$ cat config.mk
export PLATFORM = sky130hd
export DESIGN_NAME = hsv_pixel_color_pipeline
export DESIGN_NICKNAME = d
export VERILOG_FILES = /design/src/rtl/core/hpc_pkg.sv /design/src/rtl/core/hpc_pipe_ctrl.sv /design/src/rtl/core/hpc_hsv_conv.sv /design/src/rtl/core/hpc_scale_gamma.sv /design/src/rtl/core/hsv_pixel_color_pipeline.sv
export SDC_FILE = /design/constraint.sdc
export NUM_CORES = 2
export LEC_CHECK = 0
export BUFFER_PORTS_ARGS = -buffer_cell sky130_fd_sc_hd__buf_2
export CAP_MARGIN = 25
export CORE_UTILIZATION = 40
export DETAILED_ROUTE_END_ITERATION = 6
export GPL_TIMING_DRIVEN = 0
export MAX_ROUTING_LAYER = met4
export PLACE_DENSITY_LB_ADDON = 0.15
export SYNTH_ARGS = -nofsm -noshare
export SYNTH_HDL_FRONTEND = slang
export SYNTH_HIERARCHICAL = 1
export SYNTH_SLANG_ARGS = --single-unit
$ cat constraint.sdc
create_clock -name clock -period 13.76 [get_ports clock]
set_input_delay 2.064 -clock clock [delete_from_list [all_inputs] [get_ports clock]]
set_output_delay 2.064 -clock clock [all_outputs]
set_load 0.005 [all_outputs]
$ cat src/rtl/core/hpc_pkg.sv
// Shared widths, types and arithmetic helpers for the HSV pixel color pipeline.
// Holds the stage map, the divide-by-255 helpers and the gamma level function.
// No dependencies; every other file in rtl/core imports this package.
package hpc_pkg;

   // Field widths
   localparam int MAX_PIXELS = 1024;
   localparam int IDX_W      = $clog2(MAX_PIXELS);
   localparam int HUE_W      = 12;
   localparam int CH_W       = 8;
   localparam int NUM_CH     = 3;
   localparam int CH_RED     = 0;
   localparam int CH_GREEN   = 1;
   localparam int CH_BLUE    = 2;
   localparam int CH_MAX     = (1 << CH_W) - 1;

   // Hue geometry
   localparam int HUE_PERIOD  = 360;
   localparam int SECTOR_DEG  = 60;
   localparam int NUM_SECTORS = HUE_PERIOD / SECTOR_DEG;
   localparam int HUE_WRAPS   = ((1 << HUE_W) - 1) / HUE_PERIOD;
   localparam int HM_W        = $clog2(HUE_PERIOD);
   localparam int SECT_W      = $clog2(NUM_SECTORS);
   localparam int REM_W       = $clog2(SECTOR_DEG);

   // Rounded rationals: p over 255, q and t over 255*60
   localparam int P_BIAS    = CH_MAX / 2;
   localparam int Q_DEN     = CH_MAX * SECTOR_DEG;
   localparam int Q_BIAS    = Q_DEN / 2;
   localparam int SR_W      = $clog2(Q_DEN + 1);
   localparam int PRD_W     = $clog2(CH_MAX * CH_MAX + P_BIAS + 1);
   localparam int NUM_W     = $clog2(CH_MAX * Q_DEN + Q_BIAS + 1);
   localparam int Q_SHIFT   = 32;
   localparam longint unsigned Q_RECIP = (64'd1 << Q_SHIFT) / Q_DEN;
   localparam int Q_RECIP_W = $clog2(Q_RECIP + 1);
   localparam int Q_PROD_W  = NUM_W + Q_RECIP_W;

   // Gamma 2.2 written as 11/5
   localparam int GAMMA_NUM_EXP = 11;
   localparam int GAMMA_DEN_EXP = 5;
   localparam int GAMMA_DEPTH   = 1 << CH_W;

   // Pipeline stage map
   localparam int ST_HUE     = 0;
   localparam int ST_SECTOR  = 1;
   localparam int ST_PROD    = 2;
   localparam int ST_NUM     = 3;
   localparam int ST_EST     = 4;
   localparam int ST_CHAN    = 5;
   localparam int ST_MUL     = 6;
   localparam int ST_DIV     = 7;
   localparam int ST_GAMMA   = 8;
   localparam int NUM_STAGES = 9;

   localparam int CSR_IDX_W  = 1;
   localparam int CSR_DATA_W = CH_W;

   typedef logic [NUM_STAGES-1:0]         stage_vec_type;
   typedef logic [CH_W-1:0]               chan_type;
   typedef logic [NUM_CH-1:0][CH_W-1:0]   rgb_type;

   typedef enum logic {
      MODE_RGB,
      MODE_HSV
   } color_mode_type;

   typedef enum logic [CSR_IDX_W-1:0] {
      CSR_COLOR_MODE,
      CSR_BRIGHTNESS
   } csr_index_type;

   // First guess of x/255 as x*257/65536; low by at most one.
   function automatic chan_type div255_est(input logic [PRD_W-1:0] x);
      logic [PRD_W+CH_W-1:0] sum;
      sum = (PRD_W + CH_W)'(x) + ((PRD_W + CH_W)'(x) << CH_W);
      return sum[PRD_W +: CH_W];
   endfunction

   // Bump the guess when the remainder still holds a whole 255.
   function automatic chan_type div255_fix(input logic [PRD_W-1:0] x, input chan_type est);
      logic [PRD_W:0] rem;
      rem = (PRD_W + 1)'(x) - ((PRD_W + 1)'(est) << CH_W) + (PRD_W + 1)'(est);
      return (rem >= (PRD_W + 1)'(CH_MAX)) ? est + CH_W'(1) : est;
   endfunction

   // round(255*(x/255)^(11/5)): count of k with 32*x^11 >= (2k+1)^5*255^6,
   // found by binary search. Evaluated at elaboration only.
   function automatic chan_type gamma_value(input int unsigned level);
      logic [127:0] lhs;
      logic [127:0] rhs;
      int unsigned  lo;
      int unsigned  hi;
      int unsigned  mid;
      lhs = 128'(1) << GAMMA_DEN_EXP;
      for (int n = 0; n < GAMMA_NUM_EXP; n++) begin
         lhs = lhs * 128'(level);
      end
      lo = 0;
      hi = GAMMA_DEPTH - 1;
      for (int step = 0; step < CH_W; step++) begin
         if (lo < hi) begin
            mid = (lo + hi) >> 1;
            rhs = 128'(1);
            for (int n = 0; n < GAMMA_DEN_EXP; n++) begin
               rhs = rhs * 128'(2 * mid + 1);
            end
            for (int n = 0; n < GAMMA_NUM_EXP - GAMMA_DEN_EXP; n++) begin
               rhs = rhs * 128'(CH_MAX);
            end
            if (rhs <= lhs) begin
               lo = mid + 1;
            end else begin
               hi = mid;
            end
         end
      end
      return CH_W'(lo);
   endfunction

endpackage

$ cat src/rtl/core/hpc_pipe_ctrl.sv
// Valid bits and per-stage advance enables of the color pipeline.
// Depends on hpc_pkg for the stage count.
module hpc_pipe_ctrl (
   input  logic                  clock,
   input  logic                  reset,
   input  logic                  req_valid,
   output logic                  req_ready,
   input  logic                  rsp_ready,
   output logic                  rsp_valid,
   output hpc_pkg::stage_vec_type stage_en
);
   import hpc_pkg::*;

   stage_vec_type valid_ff;
   stage_vec_type valid_in;

   // A stage advances when it is empty or its successor advances.
   always_comb begin
      stage_en[NUM_STAGES-1] = !valid_ff[NUM_STAGES-1] || rsp_ready;
      for (int i = NUM_STAGES - 2; i >= 0; i--) begin
         stage_en[i] = !valid_ff[i] || stage_en[i+1];
      end
      valid_in[0] = stage_en[0] ? req_valid : valid_ff[0];
      for (int i = 1; i < NUM_STAGES; i++) begin
         valid_in[i] = stage_en[i] ? valid_ff[i-1] : valid_ff[i];
      end
   end

   always_ff @(posedge clock) begin
      if (reset) begin
         valid_ff <= '0;
      end else begin
         valid_ff <= valid_in;
      end
   end

   assign req_ready = stage_en[0];
   assign rsp_valid = valid_ff[NUM_STAGES-1];

endmodule

$ cat src/rtl/core/hpc_hsv_conv.sv
// HSV to RGB front end: hue wrap, sector split, products, rounded quotients, source select.
// Occupies stages ST_HUE..ST_CHAN; depends on hpc_pkg.
module hpc_hsv_conv (
   input  logic                        clock,
   input  hpc_pkg::stage_vec_type      stage_en,
   input  hpc_pkg::color_mode_type     color_mode,
   input  logic [hpc_pkg::IDX_W-1:0]   req_pixel_index,
   input  logic [hpc_pkg::HUE_W-1:0]   req_hue,
   input  hpc_pkg::chan_type           req_saturation,
   input  hpc_pkg::chan_type           req_value,
   input  hpc_pkg::chan_type           req_red_in,
   input  hpc_pkg::chan_type           req_green_in,
   input  hpc_pkg::chan_type           req_blue_in,
   output logic [hpc_pkg::IDX_W-1:0]   conv_index,
   output hpc_pkg::rgb_type            conv_rgb
);
   import hpc_pkg::*;

   typedef enum logic [SECT_W-1:0] {
      SECT_RED,
      SECT_YELLOW,
      SECT_GREEN,
      SECT_CYAN,
      SECT_BLUE,
      SECT_MAGENTA
   } sector_type;

   typedef struct packed {
      logic [IDX_W-1:0] index;
      rgb_type          rgb;
      chan_type         val;
   } carry_type;

   function automatic chan_type q_fix(input logic [NUM_W-1:0] x, input chan_type est);
      logic [NUM_W-1:0] rem;
      rem = x - NUM_W'(Q_DEN) * NUM_W'(est);
      return (rem >= NUM_W'(Q_DEN)) ? est + CH_W'(1) : est;
   endfunction

   // Stage 0: hue mod 360
   carry_type         s0_carry_ff;
   chan_type          s0_sat_ff;
   logic [HM_W-1:0]   s0_hm_ff;
   logic [HM_W-1:0]   s0_hm_in;
   carry_type         s0_carry_in;

   always_comb begin
      s0_hm_in = HM_W'(req_hue);
      for (int j = 1; j <= HUE_WRAPS; j++) begin
         if (req_hue >= HUE_W'(j * HUE_PERIOD)) begin
            s0_hm_in = HM_W'(req_hue - HUE_W'(j * HUE_PERIOD));
         end
      end
      s0_carry_in.index         = req_pixel_index;
      s0_carry_in.rgb[CH_RED]   = req_red_in;
      s0_carry_in.rgb[CH_GREEN] = req_green_in;
      s0_carry_in.rgb[CH_BLUE]  = req_blue_in;
      s0_carry_in.val           = req_value;
   end

   always_ff @(posedge clock) begin
      if (stage_en[ST_HUE]) begin
         s0_carry_ff <= s0_carry_in;
         s0_sat_ff   <= req_saturation;
         s0_hm_ff    <= s0_hm_in;
      end
   end

   // Stage 1: sector and degrees into the sector
   carry_type          s1_carry_ff;
   chan_type           s1_sat_ff;
   sector_type         s1_sector_ff;
   sector_type         s1_sector_in;
   logic [REM_W-1:0]   s1_rem_ff;
   logic [REM_W-1:0]   s1_rem_in;

   always_comb begin
      s1_sector_in = SECT_RED;
      s1_rem_in    = REM_W'(s0_hm_ff);
      for (int j = 1; j < NUM_SECTORS; j++) begin
         if (s0_hm_ff >= HM_W'(j * SECTOR_DEG)) begin
            s1_sector_in = sector_type'(SECT_W'(j));
            s1_rem_in    = REM_W'(s0_hm_ff - HM_W'(j * SECTOR_DEG));
         end
      end
   end

   always_ff @(posedge clock) begin
      if (stage_en[ST_SECTOR]) begin
         s1_carry_ff  <= s0_carry_ff;
         s1_sat_ff    <= s0_sat_ff;
         s1_sector_ff <= s1_sector_in;
         s1_rem_ff    <= s1_rem_in;
      end
   end

   // Stage 2: s*rem, s*(60-rem), 255-s
   carry_type          s2_carry_ff;
   sector_type         s2_sector_ff;
   logic [SR_W-1:0]    s2_sr_q_ff;
   logic [SR_W-1:0]    s2_sr_t_ff;
   chan_type           s2_sat_inv_ff;

   always_ff @(posedge clock) begin
      if (stage_en[ST_PROD]) begin
         s2_carry_ff   <= s1_carry_ff;
         s2_sector_ff  <= s1_sector_ff;
         s2_sr_q_ff    <= SR_W'(s1_sat_ff) * SR_W'(s1_rem_ff);
         s2_sr_t_ff    <= SR_W'(s1_sat_ff) * (SR_W'(SECTOR_DEG) - SR_W'(s1_rem_ff));
         s2_sat_inv_ff <= CH_W'(CH_MAX) - s1_sat_ff;
      end
   end

   // Stage 3: numerators v*(15300 - s*r), v*(255 - s)
   carry_type          s3_carry_ff;
   sector_type         s3_sector_ff;
   logic [NUM_W-1:0]   s3_num_q_ff;
   logic [NUM_W-1:0]   s3_num_t_ff;
   logic [PRD_W-1:0]   s3_num_p_ff;

   always_ff @(posedge clock) begin
      if (stage_en[ST_NUM]) begin
         s3_carry_ff  <= s2_carry_ff;
         s3_sector_ff <= s2_sector_ff;
         s3_num_q_ff  <= NUM_W'(s2_carry_ff.val)
                         * (NUM_W'(Q_DEN) - NUM_W'(s2_sr_q_ff));
         s3_num_t_ff  <= NUM_W'(s2_carry_ff.val)
                         * (NUM_W'(Q_DEN) - NUM_W'(s2_sr_t_ff));
         s3_num_p_ff  <= PRD_W'(s2_carry_ff.val) * PRD_W'(s2_sat_inv_ff);
      end
   end

   // Stage 4: add the half-divisor and take reciprocal estimates
   carry_type          s4_carry_ff;
   sector_type         s4_sector_ff;
   logic [NUM_W-1:0]   s4_x_q_ff;
   logic [NUM_W-1:0]   s4_x_t_ff;
   logic [PRD_W-1:0]   s4_x_p_ff;
   chan_type           s4_est_q_ff;
   chan_type           s4_est_t_ff;
   chan_type           s4_est_p_ff;
   logic [NUM_W-1:0]   s4_x_q_in;
   logic [NUM_W-1:0]   s4_x_t_in;
   logic [PRD_W-1:0]   s4_x_p_in;
   logic [Q_PROD_W-1:0] prod_q;
   logic [Q_PROD_W-1:0] prod_t;

   always_comb begin
      s4_x_q_in = s3_num_q_ff + NUM_W'(Q_BIAS);
      s4_x_t_in = s3_num_t_ff + NUM_W'(Q_BIAS);
      s4_x_p_in = s3_num_p_ff + PRD_W'(P_BIAS);
      prod_q    = Q_PROD_W'(s4_x_q_in) * Q_PROD_W'(Q_RECIP);
      prod_t    = Q_PROD_W'(s4_x_t_in) * Q_PROD_W'(Q_RECIP);
   end

   always_ff @(posedge clock) begin
      if (stage_en[ST_EST]) begin
         s4_carry_ff  <= s3_carry_ff;
         s4_sector_ff <= s3_sector_ff;
         s4_x_q_ff    <= s4_x_q_in;
         s4_x_t_ff    <= s4_x_t_in;
         s4_x_p_ff    <= s4_x_p_in;
         s4_est_q_ff  <= prod_q[Q_SHIFT +: CH_W];
         s4_est_t_ff  <= prod_t[Q_SHIFT +: CH_W];
         s4_est_p_ff  <= div255_est(s4_x_p_in);
      end
   end

   // Stage 5: correct quotients, arrange by sector, pick the color source
   logic [IDX_W-1:0] s5_index_ff;
   rgb_type          s5_rgb_ff;
   rgb_type          s5_rgb_in;
   chan_type         p_val;
   chan_type         q_val;
   chan_type         t_val;
   chan_type         v_val;

   always_comb begin
      p_val = div255_fix(s4_x_p_ff, s4_est_p_ff);
      q_val = q_fix(s4_x_q_ff, s4_est_q_ff);
      t_val = q_fix(s4_x_t_ff, s4_est_t_ff);
      v_val = s4_carry_ff.val;
      s5_rgb_in = s4_carry_ff.rgb;
      if (color_mode == MODE_HSV) begin
         case (s4_sector_ff)
            SECT_YELLOW: begin
               s5_rgb_in[CH_RED] = q_val; s5_rgb_in[CH_GREEN] = v_val; s5_rgb_in[CH_BLUE] = p_val;
            end
            SECT_GREEN: begin
               s5_rgb_in[CH_RED] = p_val; s5_rgb_in[CH_GREEN] = v_val; s5_rgb_in[CH_BLUE] = t_val;
            end
            SECT_CYAN: begin
               s5_rgb_in[CH_RED] = p_val; s5_rgb_in[CH_GREEN] = q_val; s5_rgb_in[CH_BLUE] = v_val;
            end
            SECT_BLUE: begin
               s5_rgb_in[CH_RED] = t_val; s5_rgb_in[CH_GREEN] = p_val; s5_rgb_in[CH_BLUE] = v_val;
            end
            SECT_MAGENTA: begin
               s5_rgb_in[CH_RED] = v_val; s5_rgb_in[CH_GREEN] = p_val; s5_rgb_in[CH_BLUE] = q_val;
            end
            default: begin
               s5_rgb_in[CH_RED] = v_val; s5_rgb_in[CH_GREEN] = t_val; s5_rgb_in[CH_BLUE] = p_val;
            end
         endcase
      end
   end

   always_ff @(posedge clock) begin
      if (stage_en[ST_CHAN]) begin
         s5_index_ff <= s4_carry_ff.index;
         s5_rgb_ff   <= s5_rgb_in;
      end
   end

   assign conv_index = s5_index_ff;
   assign conv_rgb   = s5_rgb_ff;

endmodule

$ cat src/rtl/core/hpc_scale_gamma.sv
// Brightness scaling floor(c*b/255) and gamma 2.2 lookup on three channels.
// Occupies stages ST_MUL..ST_GAMMA; depends on hpc_pkg.
module hpc_scale_gamma (
   input  logic                        clock,
   input  hpc_pkg::stage_vec_type      stage_en,
   input  hpc_pkg::chan_type           brightness,
   input  logic [hpc_pkg::IDX_W-1:0]   conv_index,
   input  hpc_pkg::rgb_type            conv_rgb,
   output logic [hpc_pkg::IDX_W-1:0]   rsp_pixel_out_index,
   output hpc_pkg::chan_type           rsp_red_out,
   output hpc_pkg::chan_type           rsp_green_out,
   output hpc_pkg::chan_type           rsp_blue_out
);
   import hpc_pkg::*;

   chan_type gamma_lut [GAMMA_DEPTH];

   for (genvar g = 0; g < GAMMA_DEPTH; g++) begin : g_gamma
      localparam chan_type LEVEL = gamma_value(g);
      assign gamma_lut[g] = LEVEL;
   end

   logic [IDX_W-1:0]                 s6_index_ff;
   logic [NUM_CH-1:0][PRD_W-1:0]     s6_prod_ff;
   logic [IDX_W-1:0]                 s7_index_ff;
   rgb_type                          s7_scaled_ff;
   logic [IDX_W-1:0]                 s8_index_ff;
   rgb_type                          s8_level_ff;

   always_ff @(posedge clock) begin
      if (stage_en[ST_MUL]) begin
         s6_index_ff <= conv_index;
         for (int c = 0; c < NUM_CH; c++) begin
            s6_prod_ff[c] <= PRD_W'(conv_rgb[c]) * PRD_W'(brightness);
         end
      end
      if (stage_en[ST_DIV]) begin
         s7_index_ff <= s6_index_ff;
         for (int c = 0; c < NUM_CH; c++) begin
            s7_scaled_ff[c] <= div255_fix(s6_prod_ff[c], div255_est(s6_prod_ff[c]));
         end
      end
      if (stage_en[ST_GAMMA]) begin
         s8_index_ff <= s7_index_ff;
         for (int c = 0; c < NUM_CH; c++) begin
            s8_level_ff[c] <= gamma_lut[s7_scaled_ff[c]];
         end
      end
   end

   assign rsp_pixel_out_index = s8_index_ff;
   assign rsp_red_out         = s8_level_ff[CH_RED];
   assign rsp_green_out       = s8_level_ff[CH_GREEN];
   assign rsp_blue_out        = s8_level_ff[CH_BLUE];

endmodule

$ cat src/rtl/core/hsv_pixel_color_pipeline.sv
// Top level of the HSV pixel color pipeline: CSRs, pipeline control, datapath.
// Depends on hpc_pkg, hpc_pipe_ctrl, hpc_hsv_conv and hpc_scale_gamma.
//
//   Channel   Direction  Handshake            Payload
//   req_*     in         req_valid/req_ready  pixel_index, hue, saturation, value, rgb in
//   rsp_*     out        rsp_valid/rsp_ready  pixel_out_index, red/green/blue out
//   csr_*     in         csr_wr_en            csr_index, csr_wdata (no read-back)
//
// Nine register stages; a request taken into stage 0 shows on rsp_valid once it reaches
// stage 8 and leaves there when rsp_ready is high.
// One request per cycle when the output is drained: each stage holds a valid bit
// and advances when it is empty or the stage after it advances, so bubbles close
// up and req_ready stays high while a finished result waits as long as any stage
// is free. Reset is synchronous and clears the valid bits and the CSRs only.
// Change the CSRs only while no request is in flight.
module hsv_pixel_color_pipeline (
   input  logic                             clock,
   input  logic                             reset,
   // request channel
   input  logic                             req_valid,
   output logic                             req_ready,
   input  logic [hpc_pkg::IDX_W-1:0]        req_pixel_index,
   input  logic [hpc_pkg::HUE_W-1:0]        req_hue,
   input  hpc_pkg::chan_type                req_saturation,
   input  hpc_pkg::chan_type                req_value,
   input  hpc_pkg::chan_type                req_red_in,
   input  hpc_pkg::chan_type                req_green_in,
   input  hpc_pkg::chan_type                req_blue_in,
   // result channel
   output logic                             rsp_valid,
   input  logic                             rsp_ready,
   output logic [hpc_pkg::IDX_W-1:0]        rsp_pixel_out_index,
   output hpc_pkg::chan_type                rsp_red_out,
   output hpc_pkg::chan_type                rsp_green_out,
   output hpc_pkg::chan_type                rsp_blue_out,
   // configuration writes
   input  logic                             csr_wr_en,
   input  logic [hpc_pkg::CSR_IDX_W-1:0]    csr_index,
   input  logic [hpc_pkg::CSR_DATA_W-1:0]   csr_wdata
);
   import hpc_pkg::*;

   color_mode_type    color_mode_ff;
   chan_type          brightness_ff;
   stage_vec_type     stage_en;
   logic [IDX_W-1:0]  conv_index;
   rgb_type           conv_rgb;

   // CSRs: color source select and global brightness
   always_ff @(posedge clock) begin
      if (reset) begin
         color_mode_ff <= MODE_RGB;
         brightness_ff <= CH_W'(CH_MAX);
      end else if (csr_wr_en) begin
         case (csr_index)
            CSR_COLOR_MODE: color_mode_ff <= color_mode_type'(csr_wdata[0]);
            CSR_BRIGHTNESS: brightness_ff <= csr_wdata[CH_W-1:0];
            default: ;
         endcase
      end
   end

   // Valid bits and advance enables for all nine stages
   hpc_pipe_ctrl u_ctrl (
      .clock     (clock),
      .reset     (reset),
      .req_valid (req_valid),
      .req_ready (req_ready),
      .rsp_ready (rsp_ready),
      .rsp_valid (rsp_valid),
      .stage_en  (stage_en)
   );

   // Stages 0-5: hue wrap, sector split, rounded p/q/t, source select
   hpc_hsv_conv u_conv (
      .clock           (clock),
      .stage_en        (stage_en),
      .color_mode      (color_mode_ff),
      .req_pixel_index (req_pixel_index),
      .req_hue         (req_hue),
      .req_saturation  (req_saturation),
      .req_value       (req_value),
      .req_red_in      (req_red_in),
      .req_green_in    (req_green_in),
      .req_blue_in     (req_blue_in),
      .conv_index      (conv_index),
      .conv_rgb        (conv_rgb)
   );

   // Stages 6-8: brightness multiply, divide by 255, gamma table
   hpc_scale_gamma u_scale (
      .clock               (clock),
      .stage_en            (stage_en),
      .brightness          (brightness_ff),
      .conv_index          (conv_index),
      .conv_rgb            (conv_rgb),
      .rsp_pixel_out_index (rsp_pixel_out_index),
      .rsp_red_out         (rsp_red_out),
      .rsp_green_out       (rsp_green_out),
      .rsp_blue_out        (rsp_blue_out)
   );

   // A free output slot always opens the whole pipe to a new request.
   a_ready_when_drained: assert property (@(posedge clock) disable iff (reset)
      (!rsp_valid || rsp_ready) |-> req_ready)
      else $error("req_ready low while the output stage can move");

   // Back-pressure only comes from a stalled, full output.
   a_stall_source: assert property (@(posedge clock) disable iff (reset)
      !req_ready |-> (rsp_valid && !rsp_ready))
      else $error("request stalled without a held result");

   // Reset empties the pipe.
   a_reset_empty: assert property (@(posedge clock)
      $past(reset) |-> !rsp_valid)
      else $error("result valid right after reset");

endmodule

# ---- After elaboration in Yosys (flattened, before gate mapping)
# Memory sizes are Yosys's and may differ from the RTL's. A register that Yosys moved wholly into a read port is not among the register bits.
# Cells that the tools add are included.
dict set report word_totals {
  regBits 587
  romBits 6144
  in_bits 76
  output_inout_bits 36
  word_cells 208
  memories 3
}
dict set report classes {
  add_sub_neg 43
  multipliers 12
  magnitude_cmp 22
  n_eq_ne 5
  n_mux 28
  n_bitwise 4
  n_reduce_logical 21
}
# memory depth word_bits read_ports rd_ports_with_merged_regs write_ports line_no
set mem_list {}
lappend mem_list {{(no name shown)} 256 8 1 1 0 hpc_scale_gamma.sv:46} ;# s8_level_ff[c] <= gamma_lut[s7_scaled_ff[c]];
lappend mem_list {{(no name shown)} 256 8 1 1 0 hpc_scale_gamma.sv:46}
lappend mem_list {{(no name shown)} 256 8 1 1 0 hpc_scale_gamma.sv:46}
# op count
set ops {}
lappend ops {{case mux 24 bit (5 select lines)} 1}
lappend ops {{2-to-1 mux 9 bit} 11}
lappend ops {{adder 16 x 24 -> 24 bit} 4}
lappend ops {{multiplier 22 x 17 -> 38 bit (second input constant)} 2}
lappend ops {{>= comparator 12 bit (second input constant)} 6}
lappend ops {{adder 17 x 8 -> 17 bit} 4}
lappend ops {{>= comparator 17 x 8 -> 1 bit (second input constant)} 4}
lappend ops {{subtractor 16 x 16 -> 17 bit} 4}
lappend ops {{multiplier 8 x 8 -> 16 bit} 4}
lappend ops {{subtractor 9 bit (second input constant)} 6}
lappend ops {{adder 8 x 1 -> 8 bit (second input constant)} 6}
lappend ops {{2-to-1 mux 8 bit} 6}
lappend ops {{adder 22 x 13 -> 22 bit (second input constant)} 2}
lappend ops {{>= comparator 22 x 14 -> 1 bit (second input constant)} 2}
lappend ops {{multiplier 8 x 22 -> 22 bit} 2}
lappend ops {{subtractor 22 bit} 2}
lappend ops {{multiplier 12 x 8 -> 20 bit (first input constant)} 2}
lappend ops {{>= comparator 12 x 11 -> 1 bit (second input constant)} 3}
lappend ops {{2-to-1 mux 6 bit} 5}
lappend ops {{subtractor 14 x 14 -> 15 bit (first input constant)} 2}
lappend ops {{subtractor 6 bit (second input constant)} 5}
lappend ops {{NOT 8 -> 9 bit} 3}
lappend ops {{2-to-1 mux 24 bit} 1}
lappend ops {{>= comparator 9 x 8 -> 1 bit (second input constant)} 2}
lappend ops {{24 further kinds} 46}

# ---- Longest topological paths before layout
dict set report logic_depth {
  word_depth 12
  depth_mapped 31
}

# ---- By module
# The synthesis kept the hierarchy.
# module instances cells_per_inst area_per_inst_um2 seq_area_each_um2
set modules_own_cells {}
lappend modules_own_cells {hpc_hsv_conv 1 4394 46158.0 13843.3}
lappend modules_own_cells {hpc_scale_gamma 1 2251 18779.3 3783.6}
lappend modules_own_cells {hpc_pipe_ctrl 1 44 394.1 180.2}
lappend modules_own_cells {hsv_pixel_color_pipeline 1 33 362.8 180.2}

# ---- Least setup slack after synthesis
# OpenSTA, ideal clock, no wires.
dict set report synth_path {
  path_kind {register to register}
  startpoint {register u_conv.s4_est_q_ff[5]}
  endpoint {register u_conv.s5_rgb_ff, in the netlist u_conv/conv_rgb[15] (data pin)}
  t_arrival_ps 6678
  required_time_ps 13481
  setup_slack_ps 6803
  stages_incl_launch_ff 27
  n_path_buf 0
  synth_period_minus_slack_ps 6957
  path_cell_list {edfxtp_1 > fa_1 > inv_1 > fa_1 > inv_1 > fa_1 > fa_1 > ha_1 > o21ai_0 > a21boi_0 > o21ai_0 > nand2b_1 > a21oi_1 > o21bai_1 > xnor2_1 > ha_1 > inv_1 > nor2_1 > a2111oi_0 > a21oi_1 > a211o_1 > a211oi_2 > nand4b_1 > nor4_4 > mux2_2 > a2111oi_1 > a311oi_1}
}
# item line_no
set synth_lines {}
lappend synth_lines {{from (decl)} hpc_hsv_conv.sv:139} ;# chan_type s4_est_q_ff;
lappend synth_lines {{from (signal assigned)} hpc_hsv_conv.sv:163} ;# s4_est_q_ff <= prod_q[Q_SHIFT +: CH_W];
lappend synth_lines {{to (signal assigned)} hpc_hsv_conv.sv:211} ;# s5_rgb_ff <= s5_rgb_in;
lappend synth_lines {{to (decl)} hpc_hsv_conv.sv:171} ;# rgb_type s5_rgb_ff;

==> metrics <==
Die ar. roughly 0.17 sq mm; worst path arrival time about 8.6 ns; drt wl/cell 17.7 um; period utilization 0.594; family with the most delay on the worst path adder cells; Cells on Worst Hold Path 0; Setup crit end kind flop; Post-Synthesis Cells 6722; mapped cell area approximately 0.066 sq mm; Clk Latency, worst-skew pair between 0.6 and 0.7 ns; 1st-pass router iterations 6; fill cell count 16000; worst flop-to-flop path startpoint u_conv/s4_est_q_ff[5]; startpoint types flop; Antenna Nets Post-Route 0; Port Buf Inserts between 100 and 150; final layout net count roughly 8500; largest net degree at the start of global routing 60; max-cap violations 0; worst path required time roughly 14 ns; crit path max-delay cell type nor4_4; Clock Path Buffers 3; Inserted Diodes 0; CTS tree built; reg2reg setup slack 5.59 ns; final worst clock skew between 0.02 and 0.03 ns; DP Cell Count 9029; fmax 0.122 GHz; YS warnings 6; CP peak stage delay 0.74 ns; P&R area growth vs syn 9.42%; DRT Wirelength roughly 160000 um; Die Span Y slightly above 400 um; slew at the pin with the worst max-slew slack between 1 and 1.5 ns; number of distinct library cells after synthesis about 110; Synth Register Bits roughly 600; Routed met3 length between 6000 and 7000 um; vias in the first global route roughly 50000; core area between 0.15 and 0.2 sq mm; total CTS buffers 74; Max H-tree Level 3; WS Path Type flop to flop; fin. max-slew vios 0; met2 wire length ~80000 um; Setup TNS Final 0 ns; Hold Startpoint u_conv/s3_carry_ff[0]; Async S/R FF share, synth 0; share of layout cells above drive strength 1 0.0514; Slew HR 0.314; initial antenna violation count 4; area of the multi-input gates ~0.043 sq mm; reg2reg path depth 26; commonest non-fill, non-tap cells in the layout inv_1, ha_1, edfxtp_1; cts repair resizes 0; Via Count between 40000 and 50000; drt drc 0; most used cell, CP fa_1; hold_buf cts 0; Seq/Total Area, Yosys 0.274; DP Wirelength around 130000 um; CP Max Fanout 11; first-pass GRT wire length between 200000 and 300000 um; Setup WS pre-CTS roughly 5.6 ns; clock net sink count between 600 and 700; fin cells 9164; Hold Path Sink u_conv/v_val[0]; top layer in use met4; post-route setup slack approximately 5.6 ns; synthesized area per cell 9.77 sq um; final setup fails 0; Initial Utilization 0.403; Crit path buffers/inverters 3; GRT overflow 0; Total GRT Usage 0.200; RSZ-0062 raised after global routing false; number of post-CTS setup repair buffers 0; Reg clk slew, reported paths around 0.060 ns; status finished clean; metal1 wirelength just over 70000 um; Post-synth EDFFs ~600; Rows 148; RR Endpoint u_conv/conv_rgb[1]; Die W a little over 400 um; Final min period a little over 8 ns; drt via density 5.26; drt initial violations 2709; IO Pins 112; Most used DFF post-synth edfxtp_1; Syn Nets about 8300; GP Congestion a little over 0.9; Fin. Hold Viols 0; CTS Root Cell clkbuf_16; Sequential cell area ~0.018 sq mm; Hold Path Class flop to flop; most common cell after layout, fill and taps aside inv_1
==> cell families after synthesis <==
logic type	after synthesis	share of synthesized area
adder cells (fa/ha/maj)	1468	0.343
multiplexers	44	0.00825
XOR/XNOR	335	0.0447
AND/OR/NAND/NOR	1759	0.134
AO/OA/AOI/OAI	1217	0.122
buffers and inverters	1294	0.0747
flip-flops	605	0.274
==> flip-flops by register name, summed over array words and instances, names as in the netlist, 21 cells and up <==
signal	count
u_conv/s4_carry_ff	34
u_scale/s7_scaled_ff	24
u_scale/s6_prod_ff	48
u_conv/s1_carry_ff	42
u_conv/s3_num_q_ff	22
u_conv/conv_rgb	24
u_conv/s3_num_t_ff	21
u_conv/s0_carry_ff	42
u_conv/s3_carry_ff	42
u_conv/s2_carry_ff	42
==> layout make-up <==
cell class / instances / share of cell area
inverter: 1095 / 0.0572
multi-input combinational: 4823 / 0.596
timing repair buffer: 135 / 0.0125
buffer: 199 / 0.0111
sequential: 605 / 0.250
clock inverter: 44 / 0.00808
clock buffer: 88 / 0.0270
tap: 2175 / 0.0379
==> through the flow <==
| step | utilization | hold WS, ns | area, sq um |
|---|---|---|---|
| after CTS | 0.441 | 0.388 | 71900 |
| final | 0.441 | 0.392 | 71900 |
| after detailed placement | 0.425 | 0.405 | 69300 |
| after global routing | 0.441 | 0.398 | 71900 |
| after global placement | 0.423 | 0.401 | 69000 |
| after floorplan | - | 0.400 | 65700 |
==> worst max path at each step <==
stage                           from  cells past startpoint                   to
2_1_floorplan  u_conv/s4_est_q_ff[5]                     26  u_conv/conv_rgb[15]
3_3_place_gp               rsp_ready                      4  u_conv/s4_x_t_ff[9]
3_5_place_dp   u_conv/s4_est_t_ff[4]                     27   u_conv/conv_rgb[0]
4_1_cts        u_conv/s4_est_t_ff[4]                     26   u_conv/conv_rgb[0]
5_1_grt        u_conv/s4_est_q_ff[5]                     26  u_conv/conv_rgb[15]
6_report       u_conv/s4_est_q_ff[5]                     26   u_conv/conv_rgb[1]
==> synthesized netlist by cell type, drive strengths merged (95+ instances only) <==
cell type	number	area share
a21oi	305	0.023
and2	345	0.033
clkbuf	173	0.0099
edfxtp	587	0.27
fa	555	0.17
ha	912	0.17
inv	1089	0.062
nand2	546	0.031
nand3	101	0.0080
nor2	336	0.019
nor3	101	0.0077
o21ai	295	0.023
xnor2	240	0.032
xor2	95	0.013
==> layer usage <==
metal,up-vias,global-route usage
met5,-,-
met2,1086,0.342
li1,23400,-
met4,0,0.0507
met1,23500,0.251
met3,233,0.0246
Power is not shown: default switching activity piles up to over one toggle a cycle in this logic, so the estimate is an artifact.
